[src/mkrs_pkg.sv]
// ----------------------------------------------------------------------------
// mkrs_pkg
// Shared types, constants and helpers for the message keyword risk scanner.
// ----------------------------------------------------------------------------
package mkrs_pkg;

	localparam int unsigned MAX_LEN_DEF = 1024;
	localparam int unsigned CNT_W       = 11;
	localparam int unsigned CNT_LIMIT   = 2047;
	localparam int unsigned KW_W        = 9;
	localparam int unsigned KWT_W       = 10;
	localparam int unsigned SCORE_W     = 16;
	localparam int unsigned RISK_W      = 2;
	localparam int unsigned WEIGHT_W    = 6;
	localparam int unsigned CFG_IDX_W   = 8;
	localparam int unsigned CFG_DATA_W  = 16;
	localparam int unsigned HIST_DEPTH  = 4;

	localparam logic [KW_W-1:0] KW_CAP = KW_W'(256);

	localparam logic [WEIGHT_W-1:0] SPECIAL_WEIGHT_RST = WEIGHT_W'(2);
	localparam logic [WEIGHT_W-1:0] KEYWORD_WEIGHT_RST = WEIGHT_W'(15);
	localparam logic [SCORE_W-1:0]  HIGH_THRESH_RST    = SCORE_W'(50);
	localparam logic [SCORE_W-1:0]  MED_THRESH_RST     = SCORE_W'(20);

	localparam logic [7:0] CH_AT      = 8'h40;
	localparam logic [7:0] CH_HASH    = 8'h23;
	localparam logic [7:0] CH_PERCENT = 8'h25;
	localparam logic [7:0] CH_AMP     = 8'h26;
	localparam logic [7:0] CH_STAR    = 8'h2A;
	localparam logic [7:0] CH_BANG    = 8'h21;
	localparam logic [7:0] CH_QUEST   = 8'h3F;
	localparam logic [7:0] CH_0       = 8'h30;
	localparam logic [7:0] CH_9       = 8'h39;
	localparam logic [7:0] CH_SPACE   = 8'h20;
	localparam logic [7:0] CH_UP_A    = 8'h41;
	localparam logic [7:0] CH_UP_Z    = 8'h5A;
	localparam logic [7:0] FOLD_OFS   = 8'h20;
	localparam logic [7:0] CH_A       = 8'h61;
	localparam logic [7:0] CH_C       = 8'h63;
	localparam logic [7:0] CH_D       = 8'h64;
	localparam logic [7:0] CH_H       = 8'h68;
	localparam logic [7:0] CH_I       = 8'h69;
	localparam logic [7:0] CH_K       = 8'h6B;
	localparam logic [7:0] CH_M       = 8'h6D;
	localparam logic [7:0] CH_N       = 8'h6E;
	localparam logic [7:0] CH_O       = 8'h6F;
	localparam logic [7:0] CH_R       = 8'h72;
	localparam logic [7:0] CH_T       = 8'h74;

	typedef enum logic [RISK_W-1:0] {
		RISK_LOW  = 2'd0,
		RISK_MED  = 2'd1,
		RISK_HIGH = 2'd2
	} risk_t;

	typedef enum logic [CFG_IDX_W-1:0] {
		REG_SPECIAL_WEIGHT = 8'd0,
		REG_KEYWORD_WEIGHT = 8'd1,
		REG_HIGH_THRESH    = 8'd2,
		REG_MED_THRESH     = 8'd3
	} reg_idx_t;

	typedef struct packed {
		logic [7:0] char_byte;
		logic       last_char;
	} in_t;

	typedef struct packed {
		logic [CNT_W-1:0]   msg_length;
		logic [CNT_W-1:0]   special_count;
		logic [CNT_W-1:0]   digit_count;
		logic [CNT_W-1:0]   space_count;
		logic [CNT_W-1:0]   upper_count;
		logic [KW_W-1:0]    hack_count;
		logic [KW_W-1:0]    root_count;
		logic [KW_W-1:0]    admin_count;
		logic [KWT_W-1:0]   keyword_total;
		logic [SCORE_W-1:0] suspicion_score;
		logic [RISK_W-1:0]  risk_level;
	} out_t;

	typedef struct packed {
		logic [CNT_W-1:0] msg_length;
		logic [CNT_W-1:0] special_count;
		logic [CNT_W-1:0] digit_count;
		logic [CNT_W-1:0] space_count;
		logic [CNT_W-1:0] upper_count;
		logic [KW_W-1:0]  hack_count;
		logic [KW_W-1:0]  root_count;
		logic [KW_W-1:0]  admin_count;
	} counts_t;

	typedef struct packed {
		logic [WEIGHT_W-1:0] special_weight;
		logic [WEIGHT_W-1:0] keyword_weight;
		logic [SCORE_W-1:0]  high_risk_threshold;
		logic [SCORE_W-1:0]  medium_risk_threshold;
	} cfg_t;

	function automatic logic [7:0] fold(input logic [7:0] b);
		return (b >= CH_UP_A && b <= CH_UP_Z) ? b + FOLD_OFS : b;
	endfunction

	function automatic logic is_special(input logic [7:0] b);
		return b == CH_AT || b == CH_HASH || b == CH_PERCENT || b == CH_AMP ||
			b == CH_STAR || b == CH_BANG || b == CH_QUEST;
	endfunction

endpackage

[src/message_keyword_risk_scanner.sv]
// ----------------------------------------------------------------------------
// message_keyword_risk_scanner
// Streaming message scanner: class counts, keyword hits, score and risk level.
// ----------------------------------------------------------------------------
// Takes one message byte per clock, with last_char on the final byte, except
// while a final byte waits on a full report register; the counter and history
// update is combinational and registered. A message's report passes
// through the input, report and result registers to out_data, and bytes of
// the next message keep flowing while a report waits. Class counts saturate
// at min(MAX_LEN, 2047), keyword counts at 256 and the score at 65535.
// Configuration writes go through cfg_index/cfg_data and are to be issued
// only while no message is in flight; unknown indexes are dropped.
module message_keyword_risk_scanner #(
	parameter int unsigned MAX_LEN = mkrs_pkg::MAX_LEN_DEF
) (
	input  logic                                clk,
	input  logic                                arst_n,
	input  logic                                in_valid,
	output logic                                in_ready,
	input  mkrs_pkg::in_t                       in_data,
	output logic                                out_valid,
	input  logic                                out_ready,
	output mkrs_pkg::out_t                      out_data,
	input  logic                                cfg_valid,
	output logic                                cfg_ready,
	input  logic [mkrs_pkg::CFG_IDX_W-1:0]      cfg_index,
	input  logic [mkrs_pkg::CFG_DATA_W-1:0]     cfg_data
);
	import mkrs_pkg::*;

	localparam int unsigned CNT_CAP = (MAX_LEN < CNT_LIMIT) ? MAX_LEN : CNT_LIMIT;

	cfg_t    cfg_q;
	logic    rpt_valid;
	logic    rpt_ready;
	counts_t rpt;

	assign cfg_ready = 1'b1;

	always_ff @(posedge clk or negedge arst_n) begin
		if (!arst_n) begin
			cfg_q.special_weight        <= SPECIAL_WEIGHT_RST;
			cfg_q.keyword_weight        <= KEYWORD_WEIGHT_RST;
			cfg_q.high_risk_threshold   <= HIGH_THRESH_RST;
			cfg_q.medium_risk_threshold <= MED_THRESH_RST;
		end else if (cfg_valid && cfg_ready) begin
			unique case (cfg_index)
				REG_SPECIAL_WEIGHT: cfg_q.special_weight        <= cfg_data[WEIGHT_W-1:0];
				REG_KEYWORD_WEIGHT: cfg_q.keyword_weight        <= cfg_data[WEIGHT_W-1:0];
				REG_HIGH_THRESH:    cfg_q.high_risk_threshold   <= cfg_data[SCORE_W-1:0];
				REG_MED_THRESH:     cfg_q.medium_risk_threshold <= cfg_data[SCORE_W-1:0];
				default: begin
					cfg_q <= cfg_q;
				end
			endcase
		end
	end

	mkrs_count #(
		.CNT_CAP (CNT_CAP)
	) u_count (
		.clk       (clk),
		.arst_n    (arst_n),
		.in_valid  (in_valid),
		.in_ready  (in_ready),
		.in_data   (in_data),
		.rpt_valid (rpt_valid),
		.rpt_ready (rpt_ready),
		.rpt       (rpt)
	);

	mkrs_score u_score (
		.clk       (clk),
		.arst_n    (arst_n),
		.rpt_valid (rpt_valid),
		.rpt_ready (rpt_ready),
		.rpt       (rpt),
		.cfg       (cfg_q),
		.out_valid (out_valid),
		.out_ready (out_ready),
		.out_data  (out_data)
	);

endmodule

[src/mkrs_count.sv]
// ----------------------------------------------------------------------------
// mkrs_count
// Input register, per-message class and keyword counters, and report register.
// ----------------------------------------------------------------------------
module mkrs_count #(
	parameter int unsigned CNT_CAP = mkrs_pkg::MAX_LEN_DEF
) (
	input  logic              clk,
	input  logic              arst_n,
	input  logic              in_valid,
	output logic              in_ready,
	input  mkrs_pkg::in_t     in_data,
	output logic              rpt_valid,
	input  logic              rpt_ready,
	output mkrs_pkg::counts_t rpt
);
	import mkrs_pkg::*;

	localparam logic [CNT_W-1:0] CAP     = CNT_W'(CNT_CAP);
	localparam logic [CNT_W-1:0] CNT_ONE = CNT_W'(1);
	localparam logic [KW_W-1:0]  KW_ONE  = KW_W'(1);

	logic             s1_valid_q;
	in_t              s1_q;
	logic [7:0]       hist_q [HIST_DEPTH];
	counts_t          cnt_q;
	counts_t          cnt_d;
	logic             rpt_valid_q;
	counts_t          rpt_q;
	logic             s1_move;
	logic [7:0]       c0;
	logic             hack_hit;
	logic             root_hit;
	logic             admin_hit;

	assign s1_move  = s1_valid_q && (!s1_q.last_char || !rpt_valid_q || rpt_ready);
	assign in_ready = !s1_valid_q || s1_move;

	always_comb begin
		c0        = fold(s1_q.char_byte);
		hack_hit  = hist_q[2] == CH_H && hist_q[1] == CH_A && hist_q[0] == CH_C && c0 == CH_K;
		root_hit  = hist_q[2] == CH_R && hist_q[1] == CH_O && hist_q[0] == CH_O && c0 == CH_T;
		admin_hit = hist_q[3] == CH_A && hist_q[2] == CH_D && hist_q[1] == CH_M &&
			hist_q[0] == CH_I && c0 == CH_N;
		cnt_d = cnt_q;
		cnt_d.msg_length = (cnt_q.msg_length < CAP) ? cnt_q.msg_length + CNT_ONE : CAP;
		priority if (is_special(s1_q.char_byte)) begin
			cnt_d.special_count = (cnt_q.special_count < CAP) ?
				cnt_q.special_count + CNT_ONE : CAP;
		end else if (s1_q.char_byte >= CH_0 && s1_q.char_byte <= CH_9) begin
			cnt_d.digit_count = (cnt_q.digit_count < CAP) ? cnt_q.digit_count + CNT_ONE : CAP;
		end else if (s1_q.char_byte == CH_SPACE) begin
			cnt_d.space_count = (cnt_q.space_count < CAP) ? cnt_q.space_count + CNT_ONE : CAP;
		end else if (s1_q.char_byte >= CH_UP_A && s1_q.char_byte <= CH_UP_Z) begin
			cnt_d.upper_count = (cnt_q.upper_count < CAP) ? cnt_q.upper_count + CNT_ONE : CAP;
		end else begin
			cnt_d.upper_count = cnt_q.upper_count;
		end
		if (hack_hit) begin
			cnt_d.hack_count = (cnt_q.hack_count < KW_CAP) ? cnt_q.hack_count + KW_ONE : KW_CAP;
		end
		if (root_hit) begin
			cnt_d.root_count = (cnt_q.root_count < KW_CAP) ? cnt_q.root_count + KW_ONE : KW_CAP;
		end
		if (admin_hit) begin
			cnt_d.admin_count = (cnt_q.admin_count < KW_CAP) ?
				cnt_q.admin_count + KW_ONE : KW_CAP;
		end
	end

	always_ff @(posedge clk or negedge arst_n) begin
		if (!arst_n) begin
			s1_valid_q <= 1'b0;
		end else if (in_valid && in_ready) begin
			s1_valid_q <= 1'b1;
		end else if (s1_move) begin
			s1_valid_q <= 1'b0;
		end
	end

	always_ff @(posedge clk) begin
		if (in_valid && in_ready) begin
			s1_q <= in_data;
		end
	end

	// counters and history clear after each report
	always_ff @(posedge clk or negedge arst_n) begin
		if (!arst_n) begin
			cnt_q <= '0;
			for (int i = 0; i < HIST_DEPTH; i++) begin
				hist_q[i] <= '0;
			end
		end else if (s1_move) begin
			if (s1_q.last_char) begin
				cnt_q <= '0;
				for (int i = 0; i < HIST_DEPTH; i++) begin
					hist_q[i] <= '0;
				end
			end else begin
				cnt_q     <= cnt_d;
				hist_q[0] <= c0;
				for (int i = 1; i < HIST_DEPTH; i++) begin
					hist_q[i] <= hist_q[i-1];
				end
			end
		end
	end

	always_ff @(posedge clk or negedge arst_n) begin
		if (!arst_n) begin
			rpt_valid_q <= 1'b0;
		end else if (s1_move && s1_q.last_char) begin
			rpt_valid_q <= 1'b1;
		end else if (rpt_ready) begin
			rpt_valid_q <= 1'b0;
		end
	end

	always_ff @(posedge clk) begin
		if (s1_move && s1_q.last_char) begin
			rpt_q <= cnt_d;
		end
	end

	assign rpt_valid = rpt_valid_q;
	assign rpt       = rpt_q;

	a_clear_after_report: assert property (@(posedge clk) disable iff (!arst_n)
		s1_move && s1_q.last_char |=> cnt_q == '0 && hist_q[0] == '0)
		else $error("counters not cleared after report");

	a_len_cap: assert property (@(posedge clk) disable iff (!arst_n)
		cnt_q.msg_length <= CAP && cnt_q.hack_count <= KW_CAP)
		else $error("counter above cap");

	a_class_le_len: assert property (@(posedge clk) disable iff (!arst_n)
		cnt_q.special_count <= cnt_q.msg_length && cnt_q.digit_count <= cnt_q.msg_length &&
		cnt_q.space_count <= cnt_q.msg_length && cnt_q.upper_count <= cnt_q.msg_length)
		else $error("class count exceeds length");

	a_report_nonzero: assert property (@(posedge clk) disable iff (!arst_n)
		rpt_valid_q |-> rpt_q.msg_length != '0)
		else $error("report with empty message");

endmodule

[src/mkrs_score.sv]
// ----------------------------------------------------------------------------
// mkrs_score
// Keyword total, weighted suspicion score, risk level and result register.
// ----------------------------------------------------------------------------
module mkrs_score (
	input  logic              clk,
	input  logic              arst_n,
	input  logic              rpt_valid,
	output logic              rpt_ready,
	input  mkrs_pkg::counts_t rpt,
	input  mkrs_pkg::cfg_t    cfg,
	output logic              out_valid,
	input  logic              out_ready,
	output mkrs_pkg::out_t    out_data
);
	import mkrs_pkg::*;

	localparam int unsigned SP_W  = WEIGHT_W + CNT_W;
	localparam int unsigned KP_W  = WEIGHT_W + KWT_W;
	localparam int unsigned SUM_W = SP_W + 2;
	localparam logic [SUM_W-1:0] SCORE_MAX = SUM_W'({SCORE_W{1'b1}});

	logic [KWT_W-1:0]   kwt;
	logic [SP_W-1:0]    sp_prod;
	logic [KP_W-1:0]    kw_prod;
	logic [SUM_W-1:0]   sum;
	logic [SCORE_W-1:0] score;
	risk_t              risk;
	logic               out_valid_q;
	out_t               out_q;

	assign rpt_ready = !out_valid_q || out_ready;

	always_comb begin
		kwt     = KWT_W'(rpt.hack_count) + KWT_W'(rpt.root_count) + KWT_W'(rpt.admin_count);
		sp_prod = SP_W'(cfg.special_weight) * SP_W'(rpt.special_count);
		kw_prod = KP_W'(cfg.keyword_weight) * KP_W'(kwt);
		sum     = SUM_W'(sp_prod) + SUM_W'(kw_prod) + SUM_W'(rpt.digit_count) +
			SUM_W'(rpt.upper_count);
		score   = (sum > SCORE_MAX) ? {SCORE_W{1'b1}} : sum[SCORE_W-1:0];
		priority if (score >= cfg.high_risk_threshold) begin
			risk = RISK_HIGH;
		end else if (score >= cfg.medium_risk_threshold) begin
			risk = RISK_MED;
		end else begin
			risk = RISK_LOW;
		end
	end

	always_ff @(posedge clk or negedge arst_n) begin
		if (!arst_n) begin
			out_valid_q <= 1'b0;
		end else if (rpt_valid && rpt_ready) begin
			out_valid_q <= 1'b1;
		end else if (out_ready) begin
			out_valid_q <= 1'b0;
		end
	end

	always_ff @(posedge clk) begin
		if (rpt_valid && rpt_ready) begin
			out_q.msg_length      <= rpt.msg_length;
			out_q.special_count   <= rpt.special_count;
			out_q.digit_count     <= rpt.digit_count;
			out_q.space_count     <= rpt.space_count;
			out_q.upper_count     <= rpt.upper_count;
			out_q.hack_count      <= rpt.hack_count;
			out_q.root_count      <= rpt.root_count;
			out_q.admin_count     <= rpt.admin_count;
			out_q.keyword_total   <= kwt;
			out_q.suspicion_score <= score;
			out_q.risk_level      <= risk;
		end
	end

	assign out_valid = out_valid_q;
	assign out_data  = out_q;

	a_kw_total: assert property (@(posedge clk) disable iff (!arst_n)
		out_valid_q |-> out_q.keyword_total == KWT_W'(out_q.hack_count) +
			KWT_W'(out_q.root_count) + KWT_W'(out_q.admin_count))
		else $error("keyword total mismatch");

	a_high_risk: assert property (@(posedge clk) disable iff (!arst_n)
		out_valid_q && out_q.risk_level == RISK_HIGH |->
			out_q.suspicion_score >= cfg.high_risk_threshold)
		else $error("high risk below threshold");

	a_low_risk: assert property (@(posedge clk) disable iff (!arst_n)
		out_valid_q && out_q.risk_level == RISK_LOW |->
			out_q.suspicion_score < cfg.medium_risk_threshold &&
			out_q.suspicion_score < cfg.high_risk_threshold)
		else $error("low risk at or above threshold");

endmodule

[config.mk]
export PLATFORM = sky130hd
export DESIGN_NAME = message_keyword_risk_scanner
export DESIGN_NICKNAME = d
export VERILOG_FILES = /design/src/mkrs_pkg.sv /design/src/message_keyword_risk_scanner.sv /design/src/mkrs_count.sv /design/src/mkrs_score.sv
export SDC_FILE = /design/constraint.sdc
export NUM_CORES = 1
export LEC_CHECK = 0
export BUFFER_PORTS_ARGS = -buffer_cell sky130_fd_sc_hd__buf_2
export CAP_MARGIN = 20
export CORE_MARGIN = 1
export CORE_UTILIZATION = 60
export CTS_CLUSTER_DIAMETER = 120
export DETAILED_ROUTE_END_ITERATION = 7
export HOLD_SLACK_MARGIN = 0.06
export PLACE_DENSITY = 0.87
export SYNTH_ARGS = -nofsm -noshare
export SYNTH_HDL_FRONTEND = slang
export SYNTH_SLANG_ARGS = --single-unit
[constraint.sdc]
create_clock -name clk -period 21.4 [get_ports clk]
set_input_delay 3.21 -clock clk [delete_from_list [all_inputs] [get_ports clk]]
set_output_delay 3.21 -clock clk [all_outputs]
set_load 0.01 [all_outputs]
Word level (Yosys, flattened, before mapping)
Cells that the tools add are included.
Cells by class
  shift-type cells: 0
  multipliers: 2
  div/mod/pow operators: 0
  reductions and logical operators: 38
  mux-type cells: 29
  eq/ne operators: 24
  bitwise operators: 0
  $add $sub $neg: 14
  order comparisons: 15
Operators by type and width (count)
  $eq 8x7->1 const B: 14
  $mux 11: 10
  $mux 82: 1
  $eq 8x6->1 const B: 7
  $add 11x1->11 const B: 5
  $lt 11x11->1 const B: 5
  $mux 9: 6
  $add 19x11->19: 2
  $mux 33: 1
  $ge 16x16->1: 2
  $mux 32: 1
  $add 9x1->9 const B: 3
  $lt 9x9->1 const B: 3
  $mux 22: 1
  $gt 19x16->1 const B: 1
  $add 17x16->18: 1
  $mul 6x11->17: 1
  $eq 8x2->1 const B: 2
  $logic_and 1x1->1: 16
  $mul 6x10->16: 1
  $mux 16: 1
  $add 10x9->10: 1
  $add 9x9->10: 1
  $logic_or 1x1->1: 10
  12 further kinds: 26
Storage, ports and cells
  memory bits (writable): 0
  bits in latches: 0
  logic and storage cells: 162
  bits of input ports: 38
  output and inout port bits: 113
  ROM bits: 0
  memories: 0
  register bits after elaboration: 362

Depth between registers and ports, before layout
Gate-level depths: netlist of the first run.
  word-level depth: 10
  depth in mapped cells: 44
  gate-level depth less buffers: 44

By module
A second synthesis of the first run with hierarchy kept.
Unflattened totals
  cells, all modules: 2066
  area total of the unflattened synthesis: 22021.1 µm²
Modules (own cells, without submodules)
  mkrs_count: area an instance 10446.3 µm², cells each 1071, sequential area each 5635.4 µm², instances 1
  mkrs_score: area an instance 9809.4 µm², cells each 895, sequential area each 3328.2 µm², instances 1
  message_keyword_risk_scanner: area an instance 1765.4 µm², cells each 100, sequential area each 1113.6 µm², instances 1

Worst setup path before layout of the first run
OpenSTA, ideal clock, no wires.
  path type: reg-to-reg
  from: reg u_count.rpt_q (netlist bit u_count.rpt[1])
  to: reg u_score.out_q (netlist bit u_score.out_data[1]), data pin
  arrival: 9.818 ns
  slack: 11.324 ns
  library setup time: 0.258 ns
  stages on the path, launching flop included: 44
  cell sequence: edfxtp_1 -> inv_1 -> fa_1 -> inv_1 -> ha_1 -> fa_1 -> a21o_1 -> a21oi_1 -> xnor2_1 -> and2_1 -> fa_1 -> inv_1 -> fa_1 -> inv_1 -> fa_1 -> fa_1 -> inv_1 -> fa_1 -> [8 not listed] -> xnor2_1 -> fa_1 -> inv_1 -> ha_1 -> a31o_2 -> a21oi_1 -> o21bai_1 -> or3_1 -> mux2i_2 -> buf_2 -> nand2_1 -> ha_1 -> a21o_1 -> a21o_1 -> a211o_1 -> a21oi_1 -> o21ai_0 -> a21o_1
Between the ends
  longest elaborated chain between the ends: 8
Ends and longest elaborated chain
  start, declared: line mkrs_count.sv:29  | counts_t rpt_q;
  start signal, assigned: line mkrs_count.sv:122  | rpt_q <= cnt_d;
  $add 10x9->10: line mkrs_score.sv:35  | kwt = KWT_W'(rpt.hack_count) + KWT_W'(rpt.root_count) + KWT_W'(rpt.admin_count);
  named net u_score.kwt[5]: line mkrs_score.sv:23  | logic [KWT_W-1:0] kwt;
  $mul 6x10->16: line mkrs_score.sv:37  | kw_prod = KP_W'(cfg.keyword_weight) * KP_W'(kwt);
  $add 17x16->18: line mkrs_score.sv:38  | sum = SUM_W'(sp_prod) + SUM_W'(kw_prod) + SUM_W'(rpt.digit_count) +
  $add 19x11->19 (2 in series): line mkrs_score.sv:38
  $gt 19x16->1: line mkrs_score.sv:40  | score = (sum > SCORE_MAX) ? {SCORE_W{1'b1}} : sum[SCORE_W-1:0];
  $mux 16: line mkrs_score.sv:40
  named net u_score.score[1]: line mkrs_score.sv:27  | logic [SCORE_W-1:0] score;
  $ge 16x16->1: line mkrs_score.sv:41  | priority if (score >= cfg.high_risk_threshold) begin
  end, declared: line mkrs_score.sv:30  | out_t out_q;
The timed path passes the listed nets, and every way through them passes these cells.
A chain may end at the register's enable or synchronous reset.

Worst setup path after layout of the first run
  from: reg u_count.rpt_q (netlist bit u_count.rpt[10])
  to: reg u_score.out_q (netlist bit u_score.out_data[0]), data pin
Between the ends
  longest elaborated chain between the ends: 10
Ends and longest elaborated chain
  $add 9x9->10 (*): line mkrs_score.sv:35
  $add 10x9->10 (*): line mkrs_score.sv:35
  named net u_score.kwt[7]: line mkrs_score.sv:23
  $mul 6x10->16 (*): line mkrs_score.sv:37
  $add 17x16->18 (*): line mkrs_score.sv:38
  $add 19x11->19 (*) (2 in series): line mkrs_score.sv:38
  $gt 19x16->1: line mkrs_score.sv:40
  $mux 16 (*): line mkrs_score.sv:40
  $ge 16x16->1: line mkrs_score.sv:43  | end else if (score >= cfg.medium_risk_threshold) begin
  $mux 1: line mkrs_score.sv:43
Mark *: on every way through the listed nets, which the timed path passes. The rest lies on a longest branch.

==> results_dict.tcl, run 1 <==
set metrics [dict create \
    status "finished clean" \
    cts_setup_buffers 0 \
    syn_inst 1977 \
    arrival_ps 11850 \
    grt_start_max_net_pins 67 \
    synthTopCellsByArea "edfxtp_1 28%, dfrtp_1 18%, fa_1 11%" \
    drive_above_1_share_pct 14.2 \
    htreeDepth 2 \
    syn_nets 2239 \
    initial_utilization_pct 61.5 \
    fin_skew_ps 26.1 \
    slowest_delay_ps 580 \
    vias 15600 \
    yosysMostFrequentCell "nand2_1" \
    rsz0062_at_grt "false" \
    worst_skew_pair.late_latency_ps 560 \
    start_kind "flop" \
    cts_made_buffers 38 \
    cts_hold_buffers 0 \
    overflow 0 \
    critPathCaptureType "flop" \
    ys_ff_latch 362 \
    tns_ps 0 \
    grt_util_all_layers_pct 28.0 \
    synth_largest_area_cell "edfxtp_1" \
    final_util_pct 68.4 \
    std_cell_rows 68 \
    grt_pass1_vias 15800 \
    num-fill-cells 2382 \
    finalCritPeriodShare_pct 53.4 \
    yosysTopAreaCellShare_pct 28.2 \
    hold_class "reg -> reg" \
    gp_congestion 0.912 \
    drt.antenna.violating_nets 0 \
    vias_per_cell 6.04 \
    grt_first_pass_wirelength_um 80400 \
    fmax_ghz 0.0875 \
    diodes 0 \
    drc_errors 0 \
    layout.nets 2363 \
    die_h_um 191 \
    ys_types 83 \
    hold_violations 0 \
    wl_um 49800 \
    synth-edff-count 201 \
    antenna_found_initial 1 \
    cts-root-buf "clkbuf_16" \
    hpwl_um 34800 \
    cts_resized 0 \
    dr.pass1.iters 6 \
    clk_path_buf_depth 3 \
    ys_warn_count 0 \
    ir_worst_vdd_mv 0.0799 \
    period_minus_slack_ps 11430 \
    worst-setup-path-type "reg -> reg" \
    async_reset_ff_share_pct 44.5 \
    p_leak_nw 10.7 \
    fin_area_mm2 0.0238 \
    cpMostUsedCell "fa_1" \
    path_max_fanout 17 \
    ios 151 \
    die_w_um 191 \
    maxSlewViolCount 0 \
    tightestPinTransition_ps 965 \
    slew_headroom_pct 35.6 \
    drv_cap 0 \
    p_per_area_mw_per_mm2 83.9 \
    yosys-top-cells-count "236 x nand2_1, 233 x inv_1, 201 x edfxtp_1, 151 x dfrtp_1, 117 x fa_1" \
    tritoncts "built" \
    clkTransAtPathRegs_ps 70 \
    port_buffers 149 \
    die_area_mm2 0.0364 \
    synth_area_mm2 0.0214 \
    worst_path_max_delay_cell "mux2i_2" \
    place_area_mm2 0.0225 \
    ys.flop_type "edfxtp_1" \
    syn_avg_cell_area_um2 10.8 \
    cts_sinks 362 \
    multi_input_comb_area_mm2 0.0101 \
    syn2layout_area_growth_pct 11.3 \
    yosysSeqAreaShare_pct 47.1 \
    regArea_mm2 0.0101 \
    core_mm2 0.0348 \
    wl_per_cell_um 19.3 \
    cp.required_ps 21820 \
    setup_violations 0 \
    dr.first_iter.drc_count 1261 \
]
## sequential cells by signal, indices dropped and copies added (netlist names)
signal,count
u_count.hist_q,32
u_score.out_valid,1
u_count.s1_valid_q,1
u_count.rpt,82
u_count.s1_q,9
u_score.out_data,110
cfg_q,44
u_count.cnt_q,82
u_count.rpt_valid,1
## path summary, 6_finish.rpt
| kind | start | end | slack [ps] | depth (start not counted) |
|---|---|---|---|---|
| setup / recovery | u_count.rpt[10]$_DFFE_PP_ | u_score.out_data[0]$_SDFFCE_PP0P_ | 9970 | 44 |
| hold / removal | u_count.rpt[48]$_DFFE_PP_ | u_score.out_data[76]$_DFFE_PP_ | 420 | 0 |
| setup reg to reg | u_count.rpt[10]$_DFFE_PP_ | u_score.out_data[0]$_SDFFCE_PP0P_ | 9970 | 44 |
| hold reg to reg | u_count.rpt[48]$_DFFE_PP_ | u_score.out_data[76]$_DFFE_PP_ | 420 | 0 |
| max in group asynchronous | arst_n | u_count.cnt_q[14]$_DFFE_PN0P_ | 16900 | 3 |
| min in group asynchronous | arst_n | cfg_q[22]$_DFFE_PN0P_ | 2570 | 1 |
## cell usage in the layout (no fill, tap or decap), types with 27 or more instances in the layout
master     Yosys  layout
buf_2          6     148
nand2_1      236     235
and2_1        71      71
mux2_2        34      34
xnor2_1       28      28
a22o_1        44      44
edfxtp_1     201     201
fa_1         117     117
nor3_1        28      28
a21oi_1       88      87
inv_1        233     232
o21ai_0       75      75
nand3_1       89      89
dfrtp_1      151     151
nor2_1        65      64
clkbuf_16      0      39
ha_1         107     107
xor2_1        27      27
## area by class of cell
cell class	count	area share, %
flip-flops and latches	362	42.3
repair buffers	164	3.66
clock inverters	19	0.888
inverters	235	3.71
multi-input cells	1300	42.6
well taps	455	2.39
clock buffers	50	4.48
## per-stage QoR
step	total power [mW]	std cells	hold WS, ps	worst slack, ps
final	2.00	2585	416	9970
after global routing	2.09	2585	427	9310
after CTS	2.00	2583	416	10020
after detailed placement	1.32	2514	405	10070
after global placement	1.29	2514	404	10550
after floorplan	1.18	1977	400	11320
## worst max-delay path, delay by kind of cell, from the launching register on
| family | cells | cell delay [ps] |
|---|---|---|
| flops | 1 | 380 |
| compound gates | 18 | 3360 |
| buf+inv | 6 | 330 |
| mux | 1 | 580 |
| xor+xnor | 2 | 450 |
| simple gates | 5 | 1010 |
| fa+ha+maj | 12 | 5190 |
## power by group
part | leakage [nW] | switching [mW] | internal (mW) | total, mW
clock network | 0.617 | 0.278 | 0.401 | 0.680
logic | 6.17 | 0.295 | 0.194 | 0.489
registers | 3.96 | 0.0327 | 0.797 | 0.830
total | 10.7 | 0.606 | 1.39 | 2.00
## per-layer routing
metal	track usage, %	up-vias	wire, µm
met5	0	-	13
met4	13.7	2	2110
met3	4.29	157	3630
met2	46.2	727	24600
met1	36.2	7625	19500
li1	-	7094	-
## logic make-up (layout without fill, tap and decap cells)
family,Yosys count,after routing,synth area share [%]
muxes,39,39,2.05
buffers and inverters,315,468,5.61
DFF,362,362,47.1
xor gates and xnor gates,55,55,2.25
AOI/OAI and AO/OA,347,347,10.9
and+or+nand+nor,634,634,14.8
adders and majority gates,224,224,17.2
other,1,1,0.0175
(Power assumes the default switching activity.)
==> run 2: changes to the inputs <==
- ABC_AREA: not set -> 1
- clock period: 21.4 -> 11.27 ns (I/O delays scaled with it)
==> run 2 against run 1 <==
Net effect:
- die area grew 0.46%
- critical path type unchanged
- final area grew 0.39%
- area after synthesis grew 0.47%
- largest power group unchanged
- utilization grew 0.10 points
- sequential power grew 89%
- combinational power grew 100%
- setup slack lost 9100 ps
- global-route usage grew 2.6 points
==> results_dict.tcl, run 2 <==
set metrics [dict create \
    status "finished clean" \
    finalCritPeriodShare_pct 91.9 \
    drc_errors 0 \
    grt_first_pass_wirelength_um 86500 \
    yosysMostFrequentCell "nand2_1" \
    reg2reg_depth 43 \
    syn_inst 2317 \
    p_clk_share_pct 32.6 \
    core_mm2 0.0349 \
    setup_violations 0 \
    synthTopCellsByArea "edfxtp_1 28%, dfrtp_1 18%, fa_1 11%" \
    whs_ps 418 \
    vias 16700 \
    ir_worst_vdd_mv 0.136 \
    fin_skew_ps 15.7 \
    min_path_cells 0 \
    grt_pass1_vias 16800 \
    yosysTopAreaCellShare_pct 28.1 \
    clkTransAtPathRegs_ps 60 \
    die_w_um 191 \
    arrival_ps 10650 \
    cts_hold_buffers 0 \
    syn2layout_area_growth_pct 11.2 \
    highest_layer "met4" \
    dr.pass1.iters 6 \
    fmax_ghz 0.0965 \
    grt_start_max_net_pins 104 \
    std_cell_rows 68 \
    start_kind "flop" \
    rsz0062_at_grt "false" \
    tightestPinTransition_ps 1080 \
    worst-setup-path-type "reg -> reg" \
    critPathCaptureType "flop" \
    p_int_mw 2.57 \
    cts-root-buf "clkbuf_16" \
    hold_violations 0 \
    vias_per_cell 5.67 \
    swShare_pct 32.5 \
    cts_setup_buffers 0 \
    synth_area_mm2 0.0215 \
    wl_met1_um 20900 \
    dp.cells 2877 \
    clk_path_buf_depth 3 \
    gp_congestion 0.935 \
    wl_per_cell_um 18.2 \
    initial_utilization_pct 61.6 \
    layout_commonest_cell "nand2_1" \
    p_per_area_mw_per_mm2 159 \
    layout.nets 2725 \
    cp.required_ps 11560 \
    power_frac_seq_pct 41.4 \
    yosysSeqAreaShare_pct 46.9 \
    ys.flop_type "edfxtp_1" \
    antenna_found_initial 0 \
    overflow 0 \
    path_max_fanout 17 \
    grt_util_all_layers_pct 30.6 \
    layout.cells.non_filler 2948 \
    synth-edff-count 201 \
    yosys-top-cells-count "543 x nand2_1, 455 x inv_1, 201 x edfxtp_1, 151 x dfrtp_1, 126 x nor2_1" \
    period_minus_slack_ps 10360 \
    async_reset_ff_share_pct 44.5 \
    slew_headroom_pct 28.3 \
    drv_cap 0 \
    syn_nets 2579 \
    wl_met2_um 26300 \
    wl_um 53600 \
    slowest_delay_ps 610 \
    switchingPower_mw 1.24 \
    diodes 0 \
    ios 151 \
    tritoncts "built" \
    ys_types 51 \
    die_area_mm2 0.0366 \
    drive_above_1_share_pct 10.4 \
    hpwl_um 39600 \
    p_leak_nw 11.4 \
    met3_length_um 4250 \
    cts_made_buffers 38 \
    dr.first_iter.drc_count 1307 \
    cts_sinks 362 \
    cts_resized 0 \
    port_buffers 149 \
    hold_class "reg -> reg" \
    drt.antenna.violating_nets 0 \
    syn_avg_cell_area_um2 9.28 \
    maxSlewViolCount 0 \
    htreeDepth 2 \
    die_h_um 191 \
    power.share.combinational_pct 26.0 \
    ys_ff_latch 362 \
    worst_path_max_delay_cell "xor2_1" \
    tns_ps 0 \
    worst_skew_pair.late_latency_ps 570 \
    layout_common_cells "543 x nand2_1, 454 x inv_1, 201 x edfxtp_1" \
    synth_largest_area_cell "edfxtp_1" \
    largest_reg_flops 110 \
    ys_warn_count 0 \
]
-- run 2: per-stage QoR --
stage	total power, mW	setup WS, ps	utilization [%]	instance area [µm²]
after CTS	3.80	1080	68.5	23900
final	3.80	912	68.5	23900
after detailed placement	2.57	1120	65.0	22700
after global routing	3.99	281	68.5	23900
after global placement	2.51	1500	65.0	22700
after floorplan	2.24	2220	-	21500
-- run 2: final timing paths --
path                       slack, ps                      start                                end
min reg2reg                      420  u_count.rpt[48]$_DFFE_PP_     u_score.out_data[76]$_DFFE_PP_
max reg2reg                      910   u_count.rpt[1]$_DFFE_PP_  u_score.out_data[0]$_SDFFCE_PP0P_
max in group asynchronous       8620                     arst_n      u_count.cnt_q[57]$_DFFE_PN0P_
min in group asynchronous       1180                     arst_n              cfg_q[14]$_DFFE_PN0P_
max                              910   u_count.rpt[1]$_DFFE_PP_  u_score.out_data[0]$_SDFFCE_PP0P_
min                              420  u_count.rpt[48]$_DFFE_PP_     u_score.out_data[76]$_DFFE_PP_
-- run 2: final cells by class --
type	instances	area [µm²]
Multi-Input combinational cell	1444	9490
Fill cell	2614	11000
Sequential cell	362	10100
Tap cell	455	569
Clock buffer	52	1070
Timing Repair Buffer	159	835
Clock inverter	18	140
Inverter	458	1720
-- run 2: critical path: cells and delay by family (launching register included) --
family	cells	cell delay [ps]
simple gates	17	2390
flops	1	350
fa+ha+maj	12	5290
compound gates	4	860
xor+xnor	2	710
buf+inv	8	500
-- run 2: metal layers --
metal,up-vias,track usage [%]
li1,7744,-
met1,8075,39.3
met2,776,52.1
met3,125,4.83
met4,0,12.3
met5,-,0
-- run 2: logic make-up after synthesis --
kind of cell / after synthesis / share of synthesized area [%]
other: 1 / 0.0174
buffers and inverters: 511 / 9.06
AOI/OAI and AO/OA: 256 / 6.69
and+or+nand+nor: 914 / 18.2
adders and majority gates: 224 / 17.1
DFF: 362 / 46.9
xor gates and xnor gates: 49 / 2.00
-- run 2: power groups by stage --
stage               sequential [mW]  combinational [mW]  clock [mW]
floorplan                      1.60               0.641           0
global placement               1.60               0.908           0
detailed placement             1.60               0.970           0
CTS                            1.57               0.978        1.25
global route                   1.58                1.11        1.30
finish                         1.57               0.989        1.24
